File: config.mk
export PLATFORM = sky130hd
export DESIGN_NAME = precharge_contactor_sequencer
export DESIGN_NICKNAME = d
export VERILOG_FILES = /design/src/hdl/pcs_pkg.sv /design/src/hdl/precharge_contactor_sequencer.sv
export SDC_FILE = /design/constraint.sdc
export NUM_CORES = 1
export LEC_CHECK = 0
export ABC_CLOCK_PERIOD_IN_PS = 4900
export BUFFER_PORTS_ARGS = -buffer_cell sky130_fd_sc_hd__buf_4
export CELL_PAD_IN_SITES_DETAIL_PLACEMENT = 0
export CELL_PAD_IN_SITES_GLOBAL_PLACEMENT = 1
export CORE_MARGIN = 2
export CORE_UTILIZATION = 42
export DETAILED_ROUTE_END_ITERATION = 8
export GPL_ROUTABILITY_DRIVEN = 1
export GPL_TIMING_DRIVEN = 0
export PLACE_DENSITY = 0.81
export SLEW_MARGIN = 10
export SYNTH_ARGS = -nofsm -noshare
export SYNTH_HDL_FRONTEND = slang
export SYNTH_SLANG_ARGS = --single-unit
File: constraint.sdc
create_clock -name clk -period 4.9 [get_ports clk]
set_input_delay 0.245 -clock clk [delete_from_list [all_inputs] [get_ports clk]]
set_output_delay 0.245 -clock clk [all_outputs]
set_load 0.05 [all_outputs]
File: src/hdl/pcs_pkg.sv
// Package for the precharge and contactor sequencer: mode codes, register
// indexes, field widths and register reset values.
// No dependencies.
`timescale 1ns / 1ps
`default_nettype none

package pcs_pkg;

  localparam int unsigned TIME_W     = 32;  // millisecond tick
  localparam int unsigned VOLT_W     = 14;  // 0.1 V readings and levels
  localparam int unsigned MS_W       = 16;  // grace and hold times
  localparam int unsigned CFG_ADDR_W = 3;
  localparam int unsigned CFG_DATA_W = 16;
  localparam int unsigned MODE_W     = 3;
  // 10 * a 14-bit value fits in 18 bits
  localparam int unsigned PROD_W     = VOLT_W + 4;

  typedef enum logic [MODE_W-1:0] {
    MODE_STARTUP   = 3'd0,
    MODE_IDLE      = 3'd1,
    MODE_PRECHARGE = 3'd2,
    MODE_ACTIVE    = 3'd3,
    MODE_FAULT     = 3'd4
  } mode_t;

  localparam logic [CFG_ADDR_W-1:0] CFG_SDC_CHARGED   = 3'd0;
  localparam logic [CFG_ADDR_W-1:0] CFG_TS_DISCHARGED = 3'd1;
  localparam logic [CFG_ADDR_W-1:0] CFG_BATT_MIN      = 3'd2;
  localparam logic [CFG_ADDR_W-1:0] CFG_STARTUP_GRACE = 3'd3;
  localparam logic [CFG_ADDR_W-1:0] CFG_IDLE_GRACE    = 3'd4;
  localparam logic [CFG_ADDR_W-1:0] CFG_PRECHARGE_HOLD = 3'd5;

  localparam logic [VOLT_W-1:0] RST_SDC_CHARGED    = 14'd100;
  localparam logic [VOLT_W-1:0] RST_TS_DISCHARGED  = 14'd600;
  localparam logic [VOLT_W-1:0] RST_BATT_MIN       = 14'd1000;
  localparam logic [MS_W-1:0]   RST_STARTUP_GRACE  = 16'd3000;
  localparam logic [MS_W-1:0]   RST_IDLE_GRACE     = 16'd3000;
  localparam logic [MS_W-1:0]   RST_PRECHARGE_HOLD = 16'd3000;

endpackage

`default_nettype wire

File: src/hdl/precharge_contactor_sequencer.sv
// Top level of the precharge and contactor sequencer: input register, mode
// state machine, configuration registers and output register.
// Depends on pcs_pkg.
`timescale 1ns / 1ps
`default_nettype none

//  channel  | direction | handshake            | payload
//  ---------+-----------+----------------------+--------------------------------
//  in_      | input     | in_valid / in_stall  | time, three voltages, three flags
//  out_     | output    | out_valid / out_stall| mode, contactor commands, pulses
//  cfg_     | input     | cfg_we (no wait)     | cfg_addr, cfg_data
//
//  One beat per cycle sustained when nothing stalls; a beat passes through the
//  input register and then the output register, which presents its result on
//  out_. The mode and entry time update in the cycle the beat moves to the
//  output register, so the next beat always sees them. Reset (rst_n low,
//  synchronous) returns the mode to startup, the entry time to zero and the
//  registers to their defaults. A stall on out_ backs up into in_stall once
//  the input register is full.

module precharge_contactor_sequencer (
  input  wire                              clk,
  input  wire                              rst_n,
  // input channel
  input  wire                              in_valid,
  output logic                             in_stall,
  input  wire  [pcs_pkg::TIME_W-1:0]       in_time_ms,
  input  wire  [pcs_pkg::VOLT_W-1:0]       in_sdc_reserve_voltage,
  input  wire  [pcs_pkg::VOLT_W-1:0]       in_ts_voltage,
  input  wire  [pcs_pkg::VOLT_W-1:0]       in_battery_voltage,
  input  wire                              in_sdc_faulted,
  input  wire                              in_precharge_timed_out,
  input  wire                              in_reset_pressed,
  // result channel
  output logic                             out_valid,
  input  wire                              out_stall,
  output logic [pcs_pkg::MODE_W-1:0]       out_mode,
  output logic                             out_air_neg_closed,
  output logic                             out_air_pos_closed,
  output logic                             out_ts_active_flag,
  output logic                             out_precharge_start,
  output logic                             out_timeout_flag_clear,
  output logic                             out_imd_fault_clear,
  output logic                             out_mode_changed,
  // configuration
  input  wire                              cfg_we,
  input  wire  [pcs_pkg::CFG_ADDR_W-1:0]   cfg_addr,
  input  wire  [pcs_pkg::CFG_DATA_W-1:0]   cfg_data
);

  import pcs_pkg::*;

  // configuration registers
  logic [VOLT_W-1:0] sdc_charged_r;
  logic [VOLT_W-1:0] ts_discharged_r;
  logic [VOLT_W-1:0] batt_min_r;
  logic [MS_W-1:0]   startup_grace_r;
  logic [MS_W-1:0]   idle_grace_r;
  logic [MS_W-1:0]   precharge_hold_r;

  // input register
  logic              s1_valid_r;
  logic [TIME_W-1:0] s1_time_r;
  logic [VOLT_W-1:0] s1_reserve_r;
  logic [VOLT_W-1:0] s1_ts_r;
  logic [VOLT_W-1:0] s1_batt_r;
  logic              s1_sdc_fault_r;
  logic              s1_timed_out_r;
  logic              s1_reset_btn_r;

  // sequencer state
  mode_t             mode_r;
  mode_t             mode_nxt;
  logic [TIME_W-1:0] entry_time_r;

  // output register
  logic              out_valid_r;
  logic [MODE_W-1:0] out_mode_r;
  logic              out_air_neg_r;
  logic              out_air_pos_r;
  logic              out_ts_active_r;
  logic              out_pc_start_r;
  logic              out_to_clear_r;
  logic              out_imd_clear_r;
  logic              out_changed_r;

  logic              advance;
  logic              accept;
  logic [TIME_W-1:0] elapsed;
  logic [PROD_W-1:0] ts_x10;
  logic [PROD_W-1:0] batt_x9;
  logic              charged_discharged;
  logic              reached_90pct;
  logic              changed;

  // The input register drains whenever the output register is free or is
  // being taken this cycle.
  assign advance  = s1_valid_r && (!out_valid_r || !out_stall);
  assign in_stall = s1_valid_r && !advance;
  assign accept   = in_valid && !in_stall;

  // ---------------------------------------------------------------------------
  // Configuration writes; unknown indexes drop.
  // ---------------------------------------------------------------------------
  always_ff @(posedge clk) begin
    if (!rst_n) begin
      sdc_charged_r    <= RST_SDC_CHARGED;
      ts_discharged_r  <= RST_TS_DISCHARGED;
      batt_min_r       <= RST_BATT_MIN;
      startup_grace_r  <= RST_STARTUP_GRACE;
      idle_grace_r     <= RST_IDLE_GRACE;
      precharge_hold_r <= RST_PRECHARGE_HOLD;
    end else if (cfg_we) begin
      unique case (cfg_addr)
        CFG_SDC_CHARGED:    sdc_charged_r    <= cfg_data[VOLT_W-1:0];
        CFG_TS_DISCHARGED:  ts_discharged_r  <= cfg_data[VOLT_W-1:0];
        CFG_BATT_MIN:       batt_min_r       <= cfg_data[VOLT_W-1:0];
        CFG_STARTUP_GRACE:  startup_grace_r  <= cfg_data[MS_W-1:0];
        CFG_IDLE_GRACE:     idle_grace_r     <= cfg_data[MS_W-1:0];
        CFG_PRECHARGE_HOLD: precharge_hold_r <= cfg_data[MS_W-1:0];
        default: ;
      endcase
    end
  end

  // ---------------------------------------------------------------------------
  // Input register: capture a beat, hold it until it advances.
  // ---------------------------------------------------------------------------
  always_ff @(posedge clk) begin
    if (!rst_n) begin
      s1_valid_r <= 1'b0;
    end else if (accept) begin
      s1_valid_r <= 1'b1;
    end else if (advance) begin
      s1_valid_r <= 1'b0;
    end
  end

  always_ff @(posedge clk) begin
    if (accept) begin
      s1_time_r      <= in_time_ms;
      s1_reserve_r   <= in_sdc_reserve_voltage;
      s1_ts_r        <= in_ts_voltage;
      s1_batt_r      <= in_battery_voltage;
      s1_sdc_fault_r <= in_sdc_faulted;
      s1_timed_out_r <= in_precharge_timed_out;
      s1_reset_btn_r <= in_reset_pressed;
    end
  end

  // ---------------------------------------------------------------------------
  // Mode logic. Elapsed time wraps modulo 2^32, so a backward jump in time
  // reads as a very long wait.
  // ---------------------------------------------------------------------------
  assign elapsed = s1_time_r - entry_time_r;

  // 10*ts and 9*batt by shift and add; exact integer form of the 90% check
  assign ts_x10  = {1'b0, s1_ts_r, 3'b000} + {3'b000, s1_ts_r, 1'b0};
  assign batt_x9 = {1'b0, s1_batt_r, 3'b000} + {4'b0000, s1_batt_r};

  assign charged_discharged = (s1_reserve_r >= sdc_charged_r) &&
                              (s1_ts_r < ts_discharged_r);
  assign reached_90pct      = (s1_ts_r > batt_min_r) && (s1_batt_r > batt_min_r) &&
                              (ts_x10 >= batt_x9);

  always_comb begin
    mode_nxt = mode_r;
    unique case (mode_r)
      MODE_STARTUP: begin
        if (elapsed >= {{(TIME_W-MS_W){1'b0}}, startup_grace_r}) begin
          mode_nxt = MODE_IDLE;
        end
      end
      MODE_IDLE: begin
        priority if (charged_discharged) begin
          mode_nxt = MODE_PRECHARGE;
        end else if (s1_sdc_fault_r &&
                     elapsed >= {{(TIME_W-MS_W){1'b0}}, idle_grace_r}) begin
          mode_nxt = MODE_FAULT;
        end else begin
          mode_nxt = MODE_IDLE;
        end
      end
      MODE_PRECHARGE: begin
        // nothing is evaluated during the hold
        priority if (elapsed < {{(TIME_W-MS_W){1'b0}}, precharge_hold_r}) begin
          mode_nxt = MODE_PRECHARGE;
        end else if (reached_90pct) begin
          mode_nxt = MODE_ACTIVE;
        end else if (s1_sdc_fault_r || s1_timed_out_r) begin
          mode_nxt = MODE_FAULT;
        end else begin
          mode_nxt = MODE_PRECHARGE;
        end
      end
      MODE_ACTIVE: begin
        if (s1_sdc_fault_r) begin
          mode_nxt = MODE_FAULT;
        end
      end
      MODE_FAULT: begin
        if (s1_reset_btn_r) begin
          mode_nxt = MODE_IDLE;
        end
      end
      default: begin
        // a corrupted code restarts the sequence
        mode_nxt = MODE_STARTUP;
      end
    endcase
  end

  assign changed = (mode_nxt != mode_r);

  always_ff @(posedge clk) begin
    if (!rst_n) begin
      mode_r       <= MODE_STARTUP;
      entry_time_r <= '0;
    end else if (advance && changed) begin
      mode_r       <= mode_nxt;
      entry_time_r <= s1_time_r;
    end
  end

  // ---------------------------------------------------------------------------
  // Output register: load on advance, hold while stalled.
  // ---------------------------------------------------------------------------
  always_ff @(posedge clk) begin
    if (!rst_n) begin
      out_valid_r <= 1'b0;
    end else if (advance) begin
      out_valid_r <= 1'b1;
    end else if (!out_stall) begin
      out_valid_r <= 1'b0;
    end
  end

  always_ff @(posedge clk) begin
    if (advance) begin
      out_mode_r      <= mode_nxt;
      out_air_neg_r   <= (mode_nxt == MODE_PRECHARGE) || (mode_nxt == MODE_ACTIVE);
      out_air_pos_r   <= (mode_nxt == MODE_ACTIVE);
      out_ts_active_r <= (mode_nxt == MODE_ACTIVE);
      out_pc_start_r  <= changed && (mode_nxt == MODE_PRECHARGE);
      out_to_clear_r  <= changed && (mode_r == MODE_PRECHARGE);
      out_imd_clear_r <= (mode_r == MODE_STARTUP);
      out_changed_r   <= changed;
    end
  end

  assign out_valid              = out_valid_r;
  assign out_mode               = out_mode_r;
  assign out_air_neg_closed     = out_air_neg_r;
  assign out_air_pos_closed     = out_air_pos_r;
  assign out_ts_active_flag     = out_ts_active_r;
  assign out_precharge_start    = out_pc_start_r;
  assign out_timeout_flag_clear = out_to_clear_r;
  assign out_imd_fault_clear    = out_imd_clear_r;
  assign out_mode_changed       = out_changed_r;

`ifndef SYNTH
  // Positive contactor never closes without the negative one.
  a_pos_needs_neg: assert property (@(posedge clk) disable iff (!rst_n)
    out_valid && out_air_pos_closed |-> out_air_neg_closed)
    else $error("positive contactor closed without negative");

  // A precharge start is always a change into precharge.
  a_pc_start_mode: assert property (@(posedge clk) disable iff (!rst_n)
    out_valid && out_precharge_start |->
      out_mode_changed && (out_mode == MODE_PRECHARGE))
    else $error("precharge start without entering precharge");

  // A beat is never taken while the input register is full and holding.
  a_no_overwrite: assert property (@(posedge clk) disable iff (!rst_n)
    in_valid && !in_stall |-> !s1_valid_r || advance)
    else $error("input register overwritten");

  // The mode register moves only when a beat advances.
  a_mode_moves_on_advance: assert property (@(posedge clk) disable iff (!rst_n)
    !advance |=> $stable(mode_r))
    else $error("mode changed without a beat");
`endif

endmodule

`default_nettype wire
After elaboration in Yosys (flattened, before gate mapping) --
Cells that the tools add are included.
Storage, ports and cells: register bits 213, output and inout bits 12, input port bits 101
Operators by class: muxes and demuxes 13, add/subtract/negate cells 3, $lt $le $gt $ge 8, reductions and logical operators 26, equal/unequal tests 13
Operator list (count):
- $ge A32 B16 Y1 | 2
- $lt A32 B16 Y1 | 1
- $sub A32 B32 Y32 | 1
- $gt A14 B14 Y1 | 2
- $mux W3 | 8
- $add A17 B14 Y18 | 1
- $add A17 B15 Y18 | 1
- $eq A3 B2 Y1 const B | 6
- $ge A18 B18 Y1 | 1
- $pmux W3 S5 | 1
- $ge A14 B14 Y1 | 1
- $lt A14 B14 Y1 | 1
- $reduce_and A2 Y1 | 6
- $logic_and A1 B1 Y1 | 10
- $eq A3 B3 Y1 const B | 3
- $eq A3 B1 Y1 const B | 2
- $logic_not A3 Y1 | 2
- $logic_not A1 Y1 | 4
- $mux W1 | 4
- $logic_or A1 B1 Y1 | 3
- $ne A3 B3 Y1 | 1
- $ne A2 B1 Y1 const B | 1
- $reduce_bool A2 Y1 | 1

Logic depth before layout (Yosys ltp) --
Gate-level depths: netlist of the first run.
word-level depth 8, mapped depth 26, gate-level depth less buffers 25

Worst setup path after synthesis of the first run --
Ideal clock, no wire load.
kind flip-flop to flip-flop, start point register s1_ts_r[0], end point register entry_time_r[1], cell stages (with the launch flop) 26, path slack -295 ps, arrival time 5061 ps, clock period less this slack 5195 ps, buffers on the path 1, path through edfxtp_1 > ha_1 > fa_1 > a21o_1 > a21oi_1 > o21bai_1 > a21oi_1 > nor2b_1 > o21a_1 > o21ai_0 > nand2b_1 > a21oi_1 > o21ai_0 > and3_1 > ha_1 > nand4_1 > nor2_1 > o31a_1 > a2bb2oi_1 > a21oi_1 > a221o_1 > or4b_4 > a21o_1 > buf_6 > a32oi_1 > o211ai_1
Between the ends: word-level cells in the longest chain between the ends 8
RTL lines:
- start: declaration | RTL line precharge_contactor_sequencer.sv:65 | logic [VOLT_W-1:0] s1_ts_r;
- start signal: assignment | RTL line precharge_contactor_sequencer.sv:143 | s1_ts_r <= in_ts_voltage;
- $add A17 B15 Y18 or $gt A14 B14 Y1 (tied branches) | RTL line precharge_contactor_sequencer.sv:158, precharge_contactor_sequencer.sv:163
- $ge A18 B18 Y1 or $logic_and A1 B1 Y1 (tied branches) | RTL line precharge_contactor_sequencer.sv:164, precharge_contactor_sequencer.sv:163
- $logic_and A1 B1 Y1 | RTL line precharge_contactor_sequencer.sv:163 | assign reached_90pct = (s1_ts_r > batt_min_r) && (s1_batt_r > batt_min_r) &&
- $mux W3 | RTL line precharge_contactor_sequencer.sv:188 | end else if (reached_90pct) begin
- $mux W3 | RTL line precharge_contactor_sequencer.sv:186 | priority if (elapsed < {{(TIME_W-MS_W){1'b0}}, precharge_hold_r}) begin
- $pmux W3 S5 * | RTL line precharge_contactor_sequencer.sv:168 | unique case (mode_r)
- $ne A3 B3 Y1 * | RTL line precharge_contactor_sequencer.sv:213 | assign changed = (mode_nxt != mode_r);
- $logic_and A1 B1 Y1 * | RTL line precharge_contactor_sequencer.sv:219 | end else if (advance && changed) begin
- end signal: assignment | RTL line precharge_contactor_sequencer.sv:221 | entry_time_r <= s1_time_r;
- end: declaration | RTL line precharge_contactor_sequencer.sv:74 | logic [TIME_W-1:0] entry_time_r;
Every way passes the cells marked *; elsewhere a longest branch is shown, timed or not. A chain may end at the register's enable or synchronous reset.

Worst setup path in the final report of the first run --
start point register s1_ts_r[1], end point register entry_time_r[17]
Same word-level chain as after synthesis.

==> results of run 1 <==
==> sequential cells by signal, indices dropped and copies added, names as in the netlist, 16 cells and up <==
name and flops:
precharge_hold_r 16, idle_grace_r 16, s1_time_r 32, startup_grace_r 16
entry_time_r 32
==> cells in the mapped netlist (4+ instances only) <==
master     number
a2111oi_0       4
a211o_1         7
a211oi_1        7
a21boi_0       58
a21o_1         34
a21oi_1        86
a221oi_1        4
a31oi_1         6
a32oi_1        32
and2_1          5
and3_1         49
and4_1          4
buf_2          10
buf_6           7
clkbuf_1       54
dfxtp_1       127
edfxtp_1       86
ha_1          173
inv_1         155
mux2i_1         4
nand2_1       205
nand2b_1       12
nand3_1        86
nand4_1        23
nor2_1         47
nor2b_1        15
nor3_1         20
o2111ai_1       7
o211ai_1       75
o21a_1         14
o21ai_0        53
o21ai_1         8
o21bai_1       11
o22ai_1         6
xnor2_1        28
xor2_1         12
==> routing by layer <==
metal	track usage, %	routed length, µm	share of wire [%]	up-vias
met1	32.8	19600	46	6090
li1	-	-	-	6371
met4	5.81	902	2.1	0
met3	3.52	2390	5.6	62
met5	0	0	0	-
met2	38.7	19500	46	367
==> cell families after synthesis <==
kind of cell	share of synthesized area [%]
AO/OA/AOI/OAI	22.4
XOR/XNOR	2.47
adder cells (fa/ha/maj)	15.7
buffers and inverters	6.56
flip-flops	36.1
multiplexers	0.361
AND/OR/NAND/NOR	16.5
==> worst max-delay path: cells and delay by family (launching register included) <==
kind                     cells  cell delay [ps]
AO/OA/AOI/OAI               15             2620
adder cells (fa/ha/maj)      2              680
buffers and inverters        2              330
flip-flops                   1              440
AND/OR/NAND/NOR              6             1140
==> power by group <==
part | switching [µW] | internal (µW) | leakage, µW | total, µW
Combinational | 872 | 648 | 0.00512 | 1520
Clock | 784 | 1260 | 0.000459 | 2040
Sequential | 65.8 | 1940 | 0.00187 | 2000
Total | 1720 | 3840 | 0.00745 | 5570
==> repair_timing <==
item / 4_1_cts / 5_1_grt
endpoints found under the setup margin: 38 / 40
cloned: 1 / 1
resized for setup: 30 / 27
buffers inserted: 26 / 8
endpoints found under the hold margin: 96 / 0
hold buffers: 85 / 0
pin swaps: 16 / 9
==> path summary, 6_finish.rpt <==
path / startpoint / to / slack [ps]
hold reg to reg: idle_grace_r[10] / idle_grace_r[10] / 460
hold / removal: cfg_data[1] / idle_grace_r[1] / 20
setup reg to reg: s1_ts_r[1] / entry_time_r[17] / -440
setup / recovery: s1_ts_r[1] / entry_time_r[17] / -440
==> stage by stage <==
stage | setup TNS (ps) | total power (µW) | hold slack [ps] | area [µm²] | cells
after floorplan | 0 | 2980 | 344 | 14200 | 1603
after global placement | -145430 | 3370 | 423 | 15600 | 2162
after detailed placement | -29220 | 3400 | 424 | 15700 | 2164
after CTS | -11170 | 5560 | 4.34 | 17800 | 2322
after global routing | -23770 | 5850 | 21.4 | 18000 | 2331
final | -13920 | 5570 | 22.7 | 18000 | 2331
==> layout make-up <==
cell class | count | area, µm²
sequential | 213 | 5120
inverter | 156 | 586
timing repair buffer | 234 | 2060
multi-input combinational | 1160 | 8400
clock buffer | 40 | 858
clock inverter | 6 | 66.3
fill | 2982 | 15400
tap | 448 | 561
buffer | 74 | 383
==> results by group, run 1 <==
Outcome
  • Status: finished, violations left
  • Failing checks: negative setup slack

Timing
  • Fmax: 187 MHz
  • Final Max Slew Viols: 0
  • Fraction of the cycle the final worst path needs: 109%
  • Clock Skews: between 10 and 15 ps
  • # setup viols final: 35
  • Final min period: between 5000 and 6000 ps
  • Final hold violations: 0
  • RSZ-0062 raised after global routing: yes
  • Worst-margin pin slew: a little under 900 ps
  • Worst setup slack after layout: -443 ps
  • Max-slew headroom: around two fifths

Yosys
  • Syn Area/Cell: 8.86 µm²
  • Synth Instances: approximately 1,600
  • Register area share after synthesis: approximately 36%
  • Synth Cell Area: between 10,000 and 15,000 µm²
  • Number of enable flip-flop cells after synthesis: 86
  • Cell taking the most area after synthesis: edfxtp_1
  • Ys Warns: 0
  • Top cell type's share of synthesized area: a little under a fifth
  • #FFs+latches synth: roughly 210
  • Synth area leaders: edfxtp_1 (18%), dfxtp_1 (18%), ha_1 (15%), nand2_1 (5.4%), inv_1 (4.1%)
  • Ys async rst share: 0%
  • Post-synthesis cell type count: 80
  • Mapped Nets: around 1,900
  • Ys flop type: dfxtp_1

Cells and area
  • Most common cell after layout, fill and taps aside: nand2_1
  • Share of layout cells above drive strength 1: roughly 15%
  • Antenna cells: 0
  • P&R area growth vs syn: 27.0%
  • Most frequent cells in the layout: nand2_1 (204), ha_1 (171), inv_1 (155)
  • # nets final: approximately 2,100
  • Fin util: roughly 54%

Clock network
  • CTS root buf: clkbuf_16
  • CTS tree: done
  • Num Clock Sinks: about 210
  • Clk pin slew, worst setup/hold paths: approximately 70 ps
  • Num CTS Buffers: 25
  • CTS max path bufs: 3
  • Clock Latency Late Sink: roughly 550 ps
  • Number of H-tree levels: 1

Floorplan
  • # rows: 67
  • Initial Utilization: between 40% and 50%
  • Die width: about 190 µm
  • Core ar.: around 33,000 µm²
  • Die area: around 35,000 µm²
  • DIE HEIGHT: between 150 and 200 µm
  • I/O pin cnt: around 110

GRT
  • Vias in the first global route: 12,600
  • GRT Util Overall: between 20% and 30%
  • Initial antenna violation count: 0
  • First-pass GRT wire length: 66.9 mm
  • GR Overflow Total: 0
  • Largest net degree at the start of global routing: 32

Route
  • Post-route antenna net violation count: 0
  • TritonRoute pass-1 iters: 5
  • Via density: 5.53
  • DR WL/cell: roughly 18 µm
  • Final wirelength: approximately 42 mm
  • DRC Markers: 0
  • DR vias: 12,900
  • Drt first-iter violations: between 900 and 1,000

Setup path
  • Worst endpoint required time: ~5300 ps
  • Slowest stage cell, crit path: or4b_4
  • Largest stage delay, worst path: ~520 ps
  • Crit start category: flop
  • Worst Path Arrival: ~5800 ps
  • Reg2Reg Depth: 25
  • CP Capture Type: flop
  • Crit Path Category: flop to flop
  • CP Max Fanout: 10
  • Critical path's most frequent cell: a21oi_2

Power and ir drop
  • VDD IR-drop max: approximately 260 µV
  • Power per standard cell area: between 300 and 400 nW/µm²
  • P_leak: approximately 0.0074 µW

Place
  • Pre-CTS setup slack: -858 ps
  • GP Congestion: approximately 0.9
  • Hpwl dp: around 31 mm
  • Port Buf Inserts: between 100 and 150

Min path
  • Hold Crit Depth: 3
  • Min-delay worst type: input port to flop

Job
  • Maxcap violations: 0
(Power assumes the default switching activity.)
==> run 2, diff against run 1 <==
- CORE_ASPECT_RATIO: not set -> 1.75
==> results by group, run 2 (synthesis gave the netlist of run 1 again) <==
Route
  • DR vias: 12,900 (-0.18%)
  • Drt first-iter violations: 587 (-36%)
  • TritonRoute pass-1 iters: 7 (+2)
  • Final wirelength: 44.4 mm (+4.9%)
  • Post-route antenna net violation count: 0 (unchanged)
  • DRC Markers: 0 (unchanged)
  • Via density: 5.53 (about the same)
  • DR WL/cell: 19.1 µm (+5.0%)

Timing
  • Final hold violations: 0 (unchanged)
  • Max-slew headroom: 29.3% (-11 points)
  • Clock Skews: 16.2 ps (+2.69 ps)
  • Fmax: 185 MHz (-1.0%)
  • # setup viols final: 35 (unchanged)
  • Final Max Slew Viols: 0 (unchanged)
  • Final min period: 5400 ps (+56.1 ps)
  • Worst setup slack after layout: -499 ps (-56.1 ps)
  • Worst-margin pin slew: 1060 ps (+168 ps)
  • Hold slack: 20.6 ps (-2.07 ps)
  • RSZ-0062 raised after global routing: yes
  • Fraction of the cycle the final worst path needs: 110% (+1.1 points)

Clock network
  • Clk pin slew, worst setup/hold paths: 70 ps (about the same)
  • CTS root buf: clkbuf_16
  • Num CTS Buffers: 23 (-8.0%)
  • CTS max path bufs: 3 (unchanged)
  • CTS tree: done
  • Number of H-tree levels: 1 (unchanged)
  • Num Clock Sinks: 213 (unchanged)
  • Clock Latency Late Sink: 550 ps (about the same)

Place
  • Port Buf Inserts: 111 (unchanged)
  • Hpwl dp: 33.5 mm (+9.2%)
  • GP Congestion: 0.899 (-0.58%)
  • Pre-CTS setup slack: -938 ps (-79.2 ps)

Setup path
  • Worst endpoint required time: 5310 ps (about the same)
  • Crit start category: flop
  • Largest stage delay, worst path: 530 ps (about the same)
  • CP Max Fanout: 8 (-2)
  • CP Capture Type: flop
  • Critical path's most frequent cell: a21oi_2
  • Crit Path Category: flop to flop
  • Slowest stage cell, crit path: or4b_4
  • Worst Path Arrival: 5810 ps (+50 ps)

GRT
  • Vias in the first global route: 12,900 (+2.1%)
  • GRT Util Overall: 24.6% (+1.0 points)
  • GR Overflow Total: 0 (unchanged)
  • Largest net degree at the start of global routing: 30 (-6.3%)
  • Initial antenna violation count: 0 (unchanged)
  • First-pass GRT wire length: 67.4 mm (+0.78%)

Cells and area
  • Share of layout cells above drive strength 1: 13.9% (-0.83 points)
  • Most frequent cells in the layout: nand2_1 (204), ha_1 (169), inv_1 (155)
  • P&R area growth vs syn: 25.7%
  • Largest regs: entry_time_r x32, s1_time_r x32
  • # nets final: 2,133 (-0.37%)
  • Most common cell after layout, fill and taps aside: nand2_1
  • Antenna cells: 0 (unchanged)

Min path
  • Min-delay worst type: input port to flop

Outcome
  • Status: finished, violations left
  • Failing checks: negative setup slack

Power and ir drop
  • VDD IR-drop max: 253 µV (-2.1%)
  • P_leak: 0.00732 µW (-1.8%)
  • Power per standard cell area: 303 nW/µm² (-1.8%)

Floorplan
  • I/O pin cnt: 113 (unchanged)
  • Die width: 143 µm (-24%)
  • Initial Utilization: 42.4% (-0.089 points)
  • Die area: 35,400 µm² (+0.16%)
  • # rows: 89 (+33%)
  • Core ar.: 33,500 µm² (+0.21%)
  • DIE HEIGHT: 247 µm (+32%)

Job
  • Maxcap violations: 0 (unchanged)
[run 2: cell count changes in the layout (fill, tap and decap cells not counted), sizes merged]
cell / before / now
buf: 168 / 165
clkinvlp: 0 / 2
inv: 158 / 157
dlygate4sd3: 85 / 81
bufinv: 1 / 4
clkbuf: 95 / 82
clkinv: 3 / 9
[run 2: what timing repair did]
action	CTS	global route
gates resized for setup	25	24
buffers inserted	23	7
setup endpoints to repair	38	41
pin swaps	15	25
cloned	2	2
hold buffers	81	0
hold endpoints to repair	85	0
[run 2: area by class of cell]
cell class	instances	area [µm²]
timing repair buffer	228	2020
fill	3085	15700
multi-input combinational	1160	8380
clock buffer	26	597
inverter	156	586
clock inverter	16	206
sequential	213	5120
tap	455	569
buffer	74	365
[run 2: per-layer routing]
layer	global-route usage (%)	wire length, µm	vias up
met3	2.42	1380	123
met4	13.9	2890	0
met5	0	0	-
li1	-	-	6345
met1	23.7	15700	6087
met2	49.3	24400	312
[run 2: power breakdown]
part / switching [µW] / internal, µW
clock: 778 / 1100
combinational: 881 / 645
sequential: 67.5 / 1940
[run 2: through the flow]
stage	setup TNS (ps)	util (%)	total power [µW]	instance area (µm²)	instances
5_1_grt	-27320	53.2	5690	17800	2328
6_report	-16170	53.2	5410	17800	2328
2_1_floorplan	0	-	2980	14200	1603
3_3_place_gp	-140950	46.7	3390	15600	2169
4_1_cts	-16750	52.6	5420	17600	2319
3_5_place_dp	-32860	46.8	3420	15700	2171
[run 2: worst max-delay path, delay by kind of cell (launching register included)]
family                   cells  cell delay (ps)
buffers and inverters        1              160
AND/OR/NAND/NOR              4              920
adder cells (fa/ha/maj)      3              880
XOR/XNOR                     1               90
AO/OA/AOI/OAI               16             2780
flip-flops                   1              430
[run 2: final timing paths]
check | to | cells after the start | start | slack [ps]
worst max-delay path | entry_time_r[13] | 25 | s1_batt_r[3] | -500
worst min-delay path | sdc_charged_r[10] | 3 | cfg_data[10] | 20
worst max register to register | entry_time_r[13] | 25 | s1_batt_r[3] | -500
worst min register to register | ts_discharged_r[0] | 2 | ts_discharged_r[0] | 460
